`config.mk`:
```
export PLATFORM = sky130hd
export DESIGN_NAME = vlce_ctrl
export DESIGN_NICKNAME = d
export VERILOG_FILES = /design/src/hw/rtl/vlce_pkg.sv /design/src/hw/rtl/vlce_ctrl.sv
export SDC_FILE = /design/constraint.sdc
export NUM_CORES = 1
export LEC_CHECK = 0
export ABC_AREA = 1
export BUFFER_PORTS_ARGS = -buffer_cell sky130_fd_sc_hd__buf_4
export CAP_MARGIN = 15
export CORE_AREA = 2 2 39 41
export CTS_BUF_LIST = sky130_fd_sc_hd__clkbuf_4 sky130_fd_sc_hd__clkbuf_8
export DETAILED_ROUTE_END_ITERATION = 6
export DIE_AREA = 0 0 41 43
export PLACE_DENSITY = 0.64
export SLEW_MARGIN = 10
export SYNTH_ARGS = -nofsm -noshare
export SYNTH_HDL_FRONTEND = slang
export SYNTH_SLANG_ARGS = --single-unit
export TNS_END_PERCENT = 1
```
`constraint.sdc`:
```
create_clock -name clk_i -period 3.09 [get_ports clk_i]
set_input_delay 0.309 -clock clk_i [delete_from_list [all_inputs] [get_ports clk_i]]
set_output_delay 0.309 -clock clk_i [all_outputs]
set_load 0.05 [all_outputs]
```
`src/hw/rtl/vlce_pkg.sv`:
```
// Shared types, constants and helper functions of the coefficient encoder.
// No dependencies; every other file of the block imports this package.
package vlce_pkg;

  // Table geometry and limits.
  localparam int MAG_DEPTH  = 1024;
  localparam int RUN_DEPTH  = 64;
  localparam int SPC_DEPTH  = 8;
  localparam int CODE_WIDTH = 32;
  localparam int MAX_CODES  = 64;

  localparam int MAG_AW = (MAG_DEPTH > 1) ? $clog2(MAG_DEPTH) : 1;
  localparam int RUN_AW = (RUN_DEPTH > 1) ? $clog2(RUN_DEPTH) : 1;
  localparam int SPC_AW = (SPC_DEPTH > 1) ? $clog2(SPC_DEPTH) : 1;
  localparam int CNT_W  = $clog2(MAX_CODES + 1) + 1;

  // Field widths of the input and output beats.
  localparam int CMD_W      = 3;
  localparam int COEF_W     = 16;
  localparam int RUN_W      = 16;
  localparam int MARKER_W   = 8;
  localparam int INDEX_W    = 10;
  localparam int ECODE_W    = 32;
  localparam int ESIZE_W    = 6;
  localparam int OUT_BITS_W = 33;
  localparam int OUT_SIZE_W = 6;
  localparam int STATUS_W   = 2;

  // Configuration registers.
  localparam int MAG_LEN_W  = 11;
  localparam int RUN_LEN_W  = 7;
  localparam int SPC_CNT_W  = 4;
  localparam int CFG_IDX_W  = 2;
  localparam int CFG_DATA_W = 11;

  localparam logic [MAG_LEN_W-1:0] MAG_LEN_RST = MAG_LEN_W'(1024);
  localparam logic [RUN_LEN_W-1:0] RUN_LEN_RST = RUN_LEN_W'(64);
  localparam logic [SPC_CNT_W-1:0] SPC_CNT_RST = SPC_CNT_W'(8);

  typedef enum logic [CMD_W-1:0] {
    CMD_COEF   = 3'd0,
    CMD_RUN    = 3'd1,
    CMD_MARKER = 3'd2,
    CMD_WR_MAG = 3'd3,
    CMD_WR_RUN = 3'd4,
    CMD_WR_SPC = 3'd5
  } cmd_e;

  typedef enum logic [STATUS_W-1:0] {
    ST_OK        = 2'd0,
    ST_NO_MARKER = 2'd1,
    ST_ZERO_COEF = 2'd2,
    ST_BAD_RUN   = 2'd3
  } status_e;

  typedef enum logic [CFG_IDX_W-1:0] {
    CFG_MAG_LEN = 2'd0,
    CFG_RUN_LEN = 2'd1,
    CFG_SPC_CNT = 2'd2
  } cfg_idx_e;

  typedef struct packed {
    logic [CODE_WIDTH-1:0] code;
    logic [ESIZE_W-1:0]    size;
  } entry_t;

  typedef struct packed {
    logic [RUN_W-1:0] run;
    entry_t           e;
  } run_entry_t;

  typedef struct packed {
    logic [MARKER_W-1:0] marker;
    entry_t              e;
  } spc_entry_t;

  typedef struct packed {
    logic [CMD_W-1:0]    cmd;
    logic [COEF_W-1:0]   coef_value;
    logic [RUN_W-1:0]    run_count;
    logic [MARKER_W-1:0] marker_id;
    logic [INDEX_W-1:0]  entry_index;
    logic [ECODE_W-1:0]  entry_code;
    logic [ESIZE_W-1:0]  entry_size;
    logic [RUN_W-1:0]    entry_run;
  } in_beat_t;

  typedef struct packed {
    logic [OUT_BITS_W-1:0] code_bits;
    logic [OUT_SIZE_W-1:0] code_size;
    logic [STATUS_W-1:0]   status;
    logic                  last_code;
  } out_beat_t;

  // Commands from the controller to the datapath.
  typedef struct packed {
    logic accept;
    logic rd_run;
    logic emit_mag;
    logic emit_run;
    logic emit_spc;
    logic spc_step;
  } dp_cmd_t;

  // Status from the datapath to the controller.
  typedef struct packed {
    logic out_free;
    logic in_run_zero;
    logic run_last;
    logic spc_hit;
    logic spc_end;
  } dp_status_t;

  // Saturates the size of a written entry and drops code bits above it.
  function automatic entry_t fit_entry(input logic [ECODE_W-1:0] code,
                                       input logic [ESIZE_W-1:0] size);
    entry_t e;
    e.size = (int'(size) > CODE_WIDTH) ? ESIZE_W'(CODE_WIDTH) : size;
    for (int b = 0; b < CODE_WIDTH; b++) begin
      e.code[b] = code[b] && (b < int'(e.size));
    end
    return e;
  endfunction

endpackage

```
`src/hw/rtl/vlce_ctrl.sv`:
```
// Controller of the coefficient encoder: sequences table reads, run steps,
// marker search and codeword emission. Depends on vlce_pkg.
module vlce_ctrl (
  input  logic                    clk_i,
  input  logic                    rst_ni,
  input  logic                    in_valid_i,
  input  logic [vlce_pkg::CMD_W-1:0] in_cmd_i,
  output logic                    in_ready_o,
  input  vlce_pkg::dp_status_t    status_i,
  output vlce_pkg::dp_cmd_t       cmd_o
);
  import vlce_pkg::*;

  typedef enum logic [4:0] {
    S_IDLE   = 5'b00001,
    S_MAG    = 5'b00010,
    S_RUN_RD = 5'b00100,
    S_RUN_EV = 5'b01000,
    S_SPC    = 5'b10000
  } state_e;

  state_e state_q, state_d;

  assign in_ready_o = (state_q == S_IDLE);

  always_comb begin
    state_d = state_q;
    cmd_o   = '0;
    unique case (state_q)
      S_IDLE: begin
        if (in_valid_i) begin
          cmd_o.accept = 1'b1;
          unique case (in_cmd_i)
            CMD_COEF:   state_d = S_MAG;
            CMD_RUN:    state_d = status_i.in_run_zero ? S_IDLE : S_RUN_RD;
            CMD_MARKER: state_d = S_SPC;
            default:    state_d = S_IDLE;
          endcase
        end
      end
      S_MAG: begin
        if (status_i.out_free) begin
          cmd_o.emit_mag = 1'b1;
          state_d        = S_IDLE;
        end
      end
      S_RUN_RD: begin
        cmd_o.rd_run = 1'b1;
        state_d      = S_RUN_EV;
      end
      S_RUN_EV: begin
        if (status_i.out_free) begin
          cmd_o.emit_run = 1'b1;
          state_d        = status_i.run_last ? S_IDLE : S_RUN_RD;
        end
      end
      S_SPC: begin
        if (status_i.spc_hit || status_i.spc_end) begin
          if (status_i.out_free) begin
            cmd_o.emit_spc = 1'b1;
            state_d        = S_IDLE;
          end
        end else begin
          cmd_o.spc_step = 1'b1;
        end
      end
      default: state_d = S_IDLE;
    endcase
  end

  always_ff @(posedge clk_i or negedge rst_ni) begin
    if (!rst_ni) begin
      state_q <= S_IDLE;
    end else begin
      state_q <= state_d;
    end
  end

endmodule

```
==> reports/qor_table.md, run 1 <==
| Item | Reported |
|---|---|
| Via total after detailed routing | 433 |
| Number of cells produced by synthesis | 60 |
| Core region area | 1380 µm² |
| Synthesized netlist net count | 71 |
| Die area | 1760 µm² |
| Post-Route Skew | 0.00142 ns |
| Largest registers | state_q (5) |
| Vias in the first global route | 387 |
| Kind of path behind the tightest hold check | in2reg |
| Biggest area contributors in the synthesized netlist | dfrtp_1 25%, nand3_1 11%, nand2_1 9.3%, nor2_2 9.3%, inv_1 7.5% |
| Final antenna-violating net count | 0 |
| Routed Wire Length | 882 µm |
| Most utilized layer in the global route result | met2 |
| Cell Pwr Density | 671 nW/µm² |
| TritonCTS clock tree | yes |
| Net count of the finished layout | 94 |
| Number of endpoints with negative hold slack in the final report | 0 |
| Status | finished, final reports clean |
| Worst EP arrival | 1.29 ns |
| Sequential element share of the synthesized area | 31.4% |
| Routing usage on met1 | 14.6% |
| Number of pins with negative max-slew slack in the final report | 0 |
| Length of the first detailed-routing pass in iterations | 3 |
| RD Place Congestion | 0.770 |
| WL/cell | 9.00 µm |
| Max FO, Critical Path | 4 |
| Setup bufs post-CTS | 0 |
| Number of antenna violations at the first check in global routing | 0 |
| Element type at the critical path start | flop |
| Maximum root-to-sink buffer count | 2 |
| Most used cell along the critical path | nor2_2 |
| Achievable clock frequency | 626 MHz |
| Cell row count | 14 |
| Critical path's largest stage delay | 0.39 ns |
| Fraction of post-synthesis cell area in the top cell type by area | 24.8% |
| Final number of setup-violating endpoints | 0 |
| Detailed placement HPWL | 748 µm |
| Number of buffers inserted by port buffering | 17 |
| Reg-to-reg slack, setup | 1.85 ns |
| Count of cell types in the netlist | 17 |
| Area overhead of the layout relative to synthesis | 46.6% |
| CP Cell Sequence | nor2_2, nand3_2, nor2_2, buf_4 |
| Final-layout setup total negative slack | 0 ns |
| Number of warnings printed during yosys synthesis | 0 |
| Commonest non-fill, non-tap cells in the layout | 17 x buf_4, 10 x nand2_1, 9 x nand3_1 |
| Worst rel slew slack | 88.5% |
| Met3 capacity usage during global routing | 3.14% |
| Num ports | 18 |
| Slowest cell on the critical path | dfrtp_1 |
| Post-synthesis sequential element count | 5 |
| Antenna Cells | 0 |
| Worst hold-check slack | 0.310 ns |
| Number of maximum-capacitance violations | 0 |
| Clock Latency Late Sink | 0.23 ns |
| Critical path endpoint category | output port |
| Met2 Use GR | 18.4% |
| Minimum clock period | 1.60 ns |
| Largest register by flop count | state_q |
| VDD IR-drop max | 0.000372 V |
| Startpoint-to-endpoint class of the critical path | reg2out |
| Clock tree root driver cell | clkbuf_4 |
| Most common cell after layout, fill and taps aside | buf_4 |
| CTS clock-pin slew for the worst setup and hold paths | 0.04 ns |
| H-Tree Level Count | 1 |
| Global-route usage over all layers | 12.0% |
| Number of buffers created by CTS | 3 |
| Leakage power of the design | 0.000322 µW |
| DRC violations left | 0 |
| Slew of the pin with the lowest slew margin | 0.171 ns |
| Gr ovfl total | 0 |
| Largest register FFs | 5 |
| Layout cell share with drive strength beyond 1 | 45.1% |
| Final worst path period share | 51.7% |
| Pin count of the biggest net entering global routing | 7 |
| Clock sink count | 5 |
| Wire length of the first global-routing pass | 1420 µm |
| Die outline width | 41 µm |
| Initial standard-cell utilization of the core | 29.1% |
| Die Ht | 43 µm |
| RSZ-0062 raised after global routing | false |
| Worst path required time | 2.78 ns |
| Syn Area/Cell | 6.71 µm² |
| Ratio of routed vias to standard cells | 4.42 |
| Cell type with the largest total area after synthesis | dfrtp_1 |
| Layout filler cell count | 157 |
| Cell area after synthesis | 403 µm² |
| First DRT Iteration DRCs | 8 |
## final timing paths
kind	cells past startpoint	from	to
worst max-delay path	4	state_q[1]	cmd_o[0]
worst max register to register	6	state_q[0]	state_q[2]
max in group asynchronous	2	rst_ni	state_q[0]
worst min-delay path	4	in_valid_i	state_q[0]
min in group asynchronous	2	rst_ni	state_q[1]
worst min register to register	2	state_q[1]	state_q[1]
## repair_timing
item	CTS	global route
endpoints found under the hold margin	4	0
gates resized for setup	0	0
hold buffers	1	0
## synth_stat cells
cell type / n
a21oi_1: 1
dfrtp_1: 4
dfstp_2: 1
inv_1: 8
inv_2: 1
nand2_1: 10
nand2_2: 3
nand3_1: 9
nand3_2: 1
nand4_1: 2
nand4_2: 1
nor2_1: 8
nor2_2: 6
nor2_4: 1
nor3_1: 1
o21ai_0: 1
or2_2: 2
## final cells by class
class                   instances  area, µm²  area share [%]
flip-flops and latches          5        126            21.4
multi-input cells              46        243            41.1
repair buffers                 18        138            23.3
inverters                       9       33.8            5.72
well taps                      16       20.0            3.39
clock buffers                   4       30.0            5.08
## per-stage QoR
stage	utilization (%)	setup WS (ns)	power, µW	std cells	cell area, µm²
final	42.7	1.49	396	98	591
after detailed placement	39.8	1.71	317	93	551
after global routing	42.7	1.40	431	98	591
after CTS	42.7	1.48	403	98	591
after floorplan	-	1.42	260	60	403
after global placement	39.8	1.72	316	93	551
## layer usage
metal  up-vias  share of wire [%]
met2        10                 47
met3         0                3.6
met4         0                  0
met1       186                 49
met5         -                  0
li1        237                  -
## cells by family after synthesis
family,share of synthesized area [%]
AND/OR/NAND/NOR,57.8
flip-flops,31.4
AO/OA/AOI/OAI,2.48
buffers and inverters,8.38
## critical path, delay by kind of cell, from the launching register on
kind | cells | cell delay (ns)
AND/OR/NAND/NOR | 3 | 0.44
flip-flops | 1 | 0.39
buffers and inverters | 1 | 0.21
## report_power, final
group | switching, µW | internal (µW)
sequential | 15.2 | 83.4
combinational | 144 | 72.7
clock | 23.7 | 57.4
total | 183 | 214
(Power assumes the default switching activity.)
==> run 2, diff against run 1 <==
Clock period 3.09 ns to 1.6 ns, I/O delays scaled along.
==> run 2 against run 1 <==
  * Wire length up 6.5%
  * Cell count unchanged
  * Critical path depth unchanged
  * Sequential share of layout area up 0.091 points
  * Non-clock buffer count unchanged
  * Design area down 0.42%
  * Die area unchanged
  * Clock skew up 0.0026 ns
  * Hold slack worse by 0.18 ns
  * First-iteration DRC count down 50%
  * Flip-flop and latch count unchanged
  * Clock power up 85%
  * Critical path type unchanged
==> reports/qor_table.md, run 2 (synthesis results as in run 1) <==
| Item | Reported | vs previous |
|---|---|---|
| Status | finished, final reports clean |  |
| Count of placed standard cells in the final layout, fillers left out | 98 | unchanged |
| Number of buffers inserted by port buffering | 17 | unchanged |
| First DRT Iteration DRCs | 4 | -4 |
| Length of the first detailed-routing pass in iterations | 4 | +1 |
| Slew of the pin with the lowest slew margin | 0.178 ns | +0.00730 ns |
| Layout cell share with drive strength beyond 1 | 45.1% | unchanged |
| Clock sink count | 5 | unchanged |
| Detailed placement HPWL | 794 µm | +6.2% |
| Area overhead of the layout relative to synthesis | 46.0% |  |
| Final worst path period share | 92.2% |  |
| Ratio of routed vias to standard cells | 4.68 | +6.0% |
| Element type at the critical path start | flop |  |
| Maximum root-to-sink buffer count | 2 | unchanged |
| Wire length of the first global-routing pass | 1420 µm | unchanged |
| Worst path required time | 1.44 ns | -1.34 ns |
| Post-Place Cell Area | 551 µm² | unchanged |
| Final antenna-violating net count | 0 | unchanged |
| Commonest non-fill, non-tap cells in the layout | 17 x buf_4, 10 x nand2_1, 9 x nand3_1 |  |
| Layout filler cell count | 148 | -5.7% |
| DRC violations left | 0 | unchanged |
| H-Tree Level Count | 1 | unchanged |
| Minimum clock period | 1.48 ns |  |
| Routed Wire Length | 939 µm | +6.5% |
| Seq pwr share | 25.1% | +0.2 points |
| Number of buffers created by CTS | 3 | unchanged |
| Cell internal power dissipation | 392 µW | +84% |
| Gr ovfl total | 0 | unchanged |
| Placed cell count | 93 | unchanged |
| TritonCTS clock tree | yes |  |
| Most common cell after layout, fill and taps aside | buf_4 |  |
| Number of endpoints with negative hold slack in the final report | 0 | unchanged |
| Layout Cell Area excl Fill | 588 µm² | -0.42% |
| Largest registers | state_q (5) |  |
| Num ports | 18 | unchanged |
| Net count of the finished layout | 94 | unchanged |
| Largest register by flop count | state_q |  |
| Critical path endpoint category | output port |  |
| Largest register FFs | 5 | unchanged |
| Comb pwr share | 55.1% | +0.5 points |
| Worst hold-check slack | 0.134 ns | -0.176 ns |
| Core region area | 1380 µm² | unchanged |
| Pin count of the biggest net entering global routing | 7 | unchanged |
| Number of pins with negative max-slew slack in the final report | 0 | unchanged |
| RD Place Congestion | 0.828 | +7.6% |
| Cell Pwr Density | 1290 nW/µm² | +92% |
| Final number of setup-violating endpoints | 0 | unchanged |
| Worst rel slew slack | 88.1% | -0.37 points |
| Die area | 1760 µm² | unchanged |
| Clock tree root driver cell | clkbuf_4 |  |
| Achievable clock frequency | 678 MHz |  |
| Die Ht | 43 µm | unchanged |
| Switching Share | 48.4% | +2.3 points |
| Clock network fraction of design power | 19.8% | -0.7 points |
| Resize count post-CTS | 0 | unchanged |
| Total Power | 760 µW | +92% |
| Leakage power of the design | 0.000321 µW | -0.21% |
| CTS clock-pin slew for the worst setup and hold paths | 0.05 ns | about the same |
| Setup bufs post-CTS | 0 | unchanged |
| Post-cts hold buffer count | 1 | unchanged |
| Clock Latency Late Sink | 0.25 ns | +0.02 ns |
| VDD IR-drop max | 0.000618 V | +66% |
| Startpoint-to-endpoint class of the critical path | reg2out |  |
| Kind of path behind the tightest hold check | in2reg |  |
| Final-layout setup total negative slack | 0 ns | unchanged |
| RSZ-0062 raised after global routing | false |  |
| Via total after detailed routing | 459 | +6.0% |
| Worst EP arrival | 1.32 ns | +0.03 ns |
| Die outline width | 41 µm | unchanged |
| Cell row count | 14 | unchanged |
| Global-route usage over all layers | 12.8% | +0.84 points |
| WL/cell | 9.58 µm | +6.5% |
| Antenna Cells | 0 | unchanged |
| Post-Route Skew | 0.00406 ns | +0.00264 ns |
| Initial standard-cell utilization of the core | 29.1% | unchanged |
| Number of antenna violations at the first check in global routing | 0 | unchanged |
| Max FO, Critical Path | 4 | unchanged |
| Psw | 368 µW | +100% |
| Vias in the first global route | 374 | -3.4% |
| Number of maximum-capacitance violations | 0 | unchanged |
-- run 2: cell types whose count changed in the layout (fill, tap and decap cells not counted), sizes merged --
cell,previous run,this run
clkbuf,4,3
clkinv,0,1
-- run 2: worst paths after layout --
path / start / slack (ns) / endpoint / cells past startpoint
max reg2reg: state_q[0] / 0.35 / state_q[4] / 7
max in group asynchronous: rst_ni / 1.16 / state_q[0] / 2
min in group asynchronous: rst_ni / 0.25 / state_q[2] / 2
min reg2reg: state_q[1] / 0.52 / state_q[1] / 2
max: state_q[2] / 0.12 / cmd_o[5] / 4
min: in_valid_i / 0.13 / state_q[0] / 4
-- run 2: worst max-delay path, stage by stage, from the launching register on --
cell and delay [ns]:
dfrtp_1 0.42, nor2_4 0.16, nand4_2 0.15, nor2_1 0.12, buf_4 0.20
-- run 2: final cells by class --
type                    count  area [µm²]  share of cell area, %
clock buffers               3        22.5                   3.83
clock inverters             1        5.00                  0.851
inverters                   9        33.8                   5.74
multi-input cells          46         243                   41.3
flip-flops and latches      5         126                   21.5
well taps                  16        20.0                   3.40
repair buffers             18         138                   23.4
-- run 2: power groups by stage --
stage	sequential [µW]	combinational (µW)	clock, µW
after floorplan	187	315	0
after CTS	191	426	155
final	191	419	150
after global routing	195	457	161
after global placement	191	421	0
after detailed placement	192	423	0
-- run 2: through the flow --
stage | worst slack, ns | util [%]
finish | 0.125 | 42.5
global route | 0.0213 | 42.5
CTS | 0.106 | 42.5
detailed placement | 0.349 | 39.8
global placement | 0.374 | 39.8
floorplan | 0.0804 | -
-- run 2: per-layer routing --
layer  global-route usage, %  part of all wire (%)  vias up
met2                    18.4                    48       19
met3                    6.28                   8.7        5
met1                    13.4                    40      201
met4                    10.0                   3.3        0
li1                        -                     -      234
met5                       0                     0        -
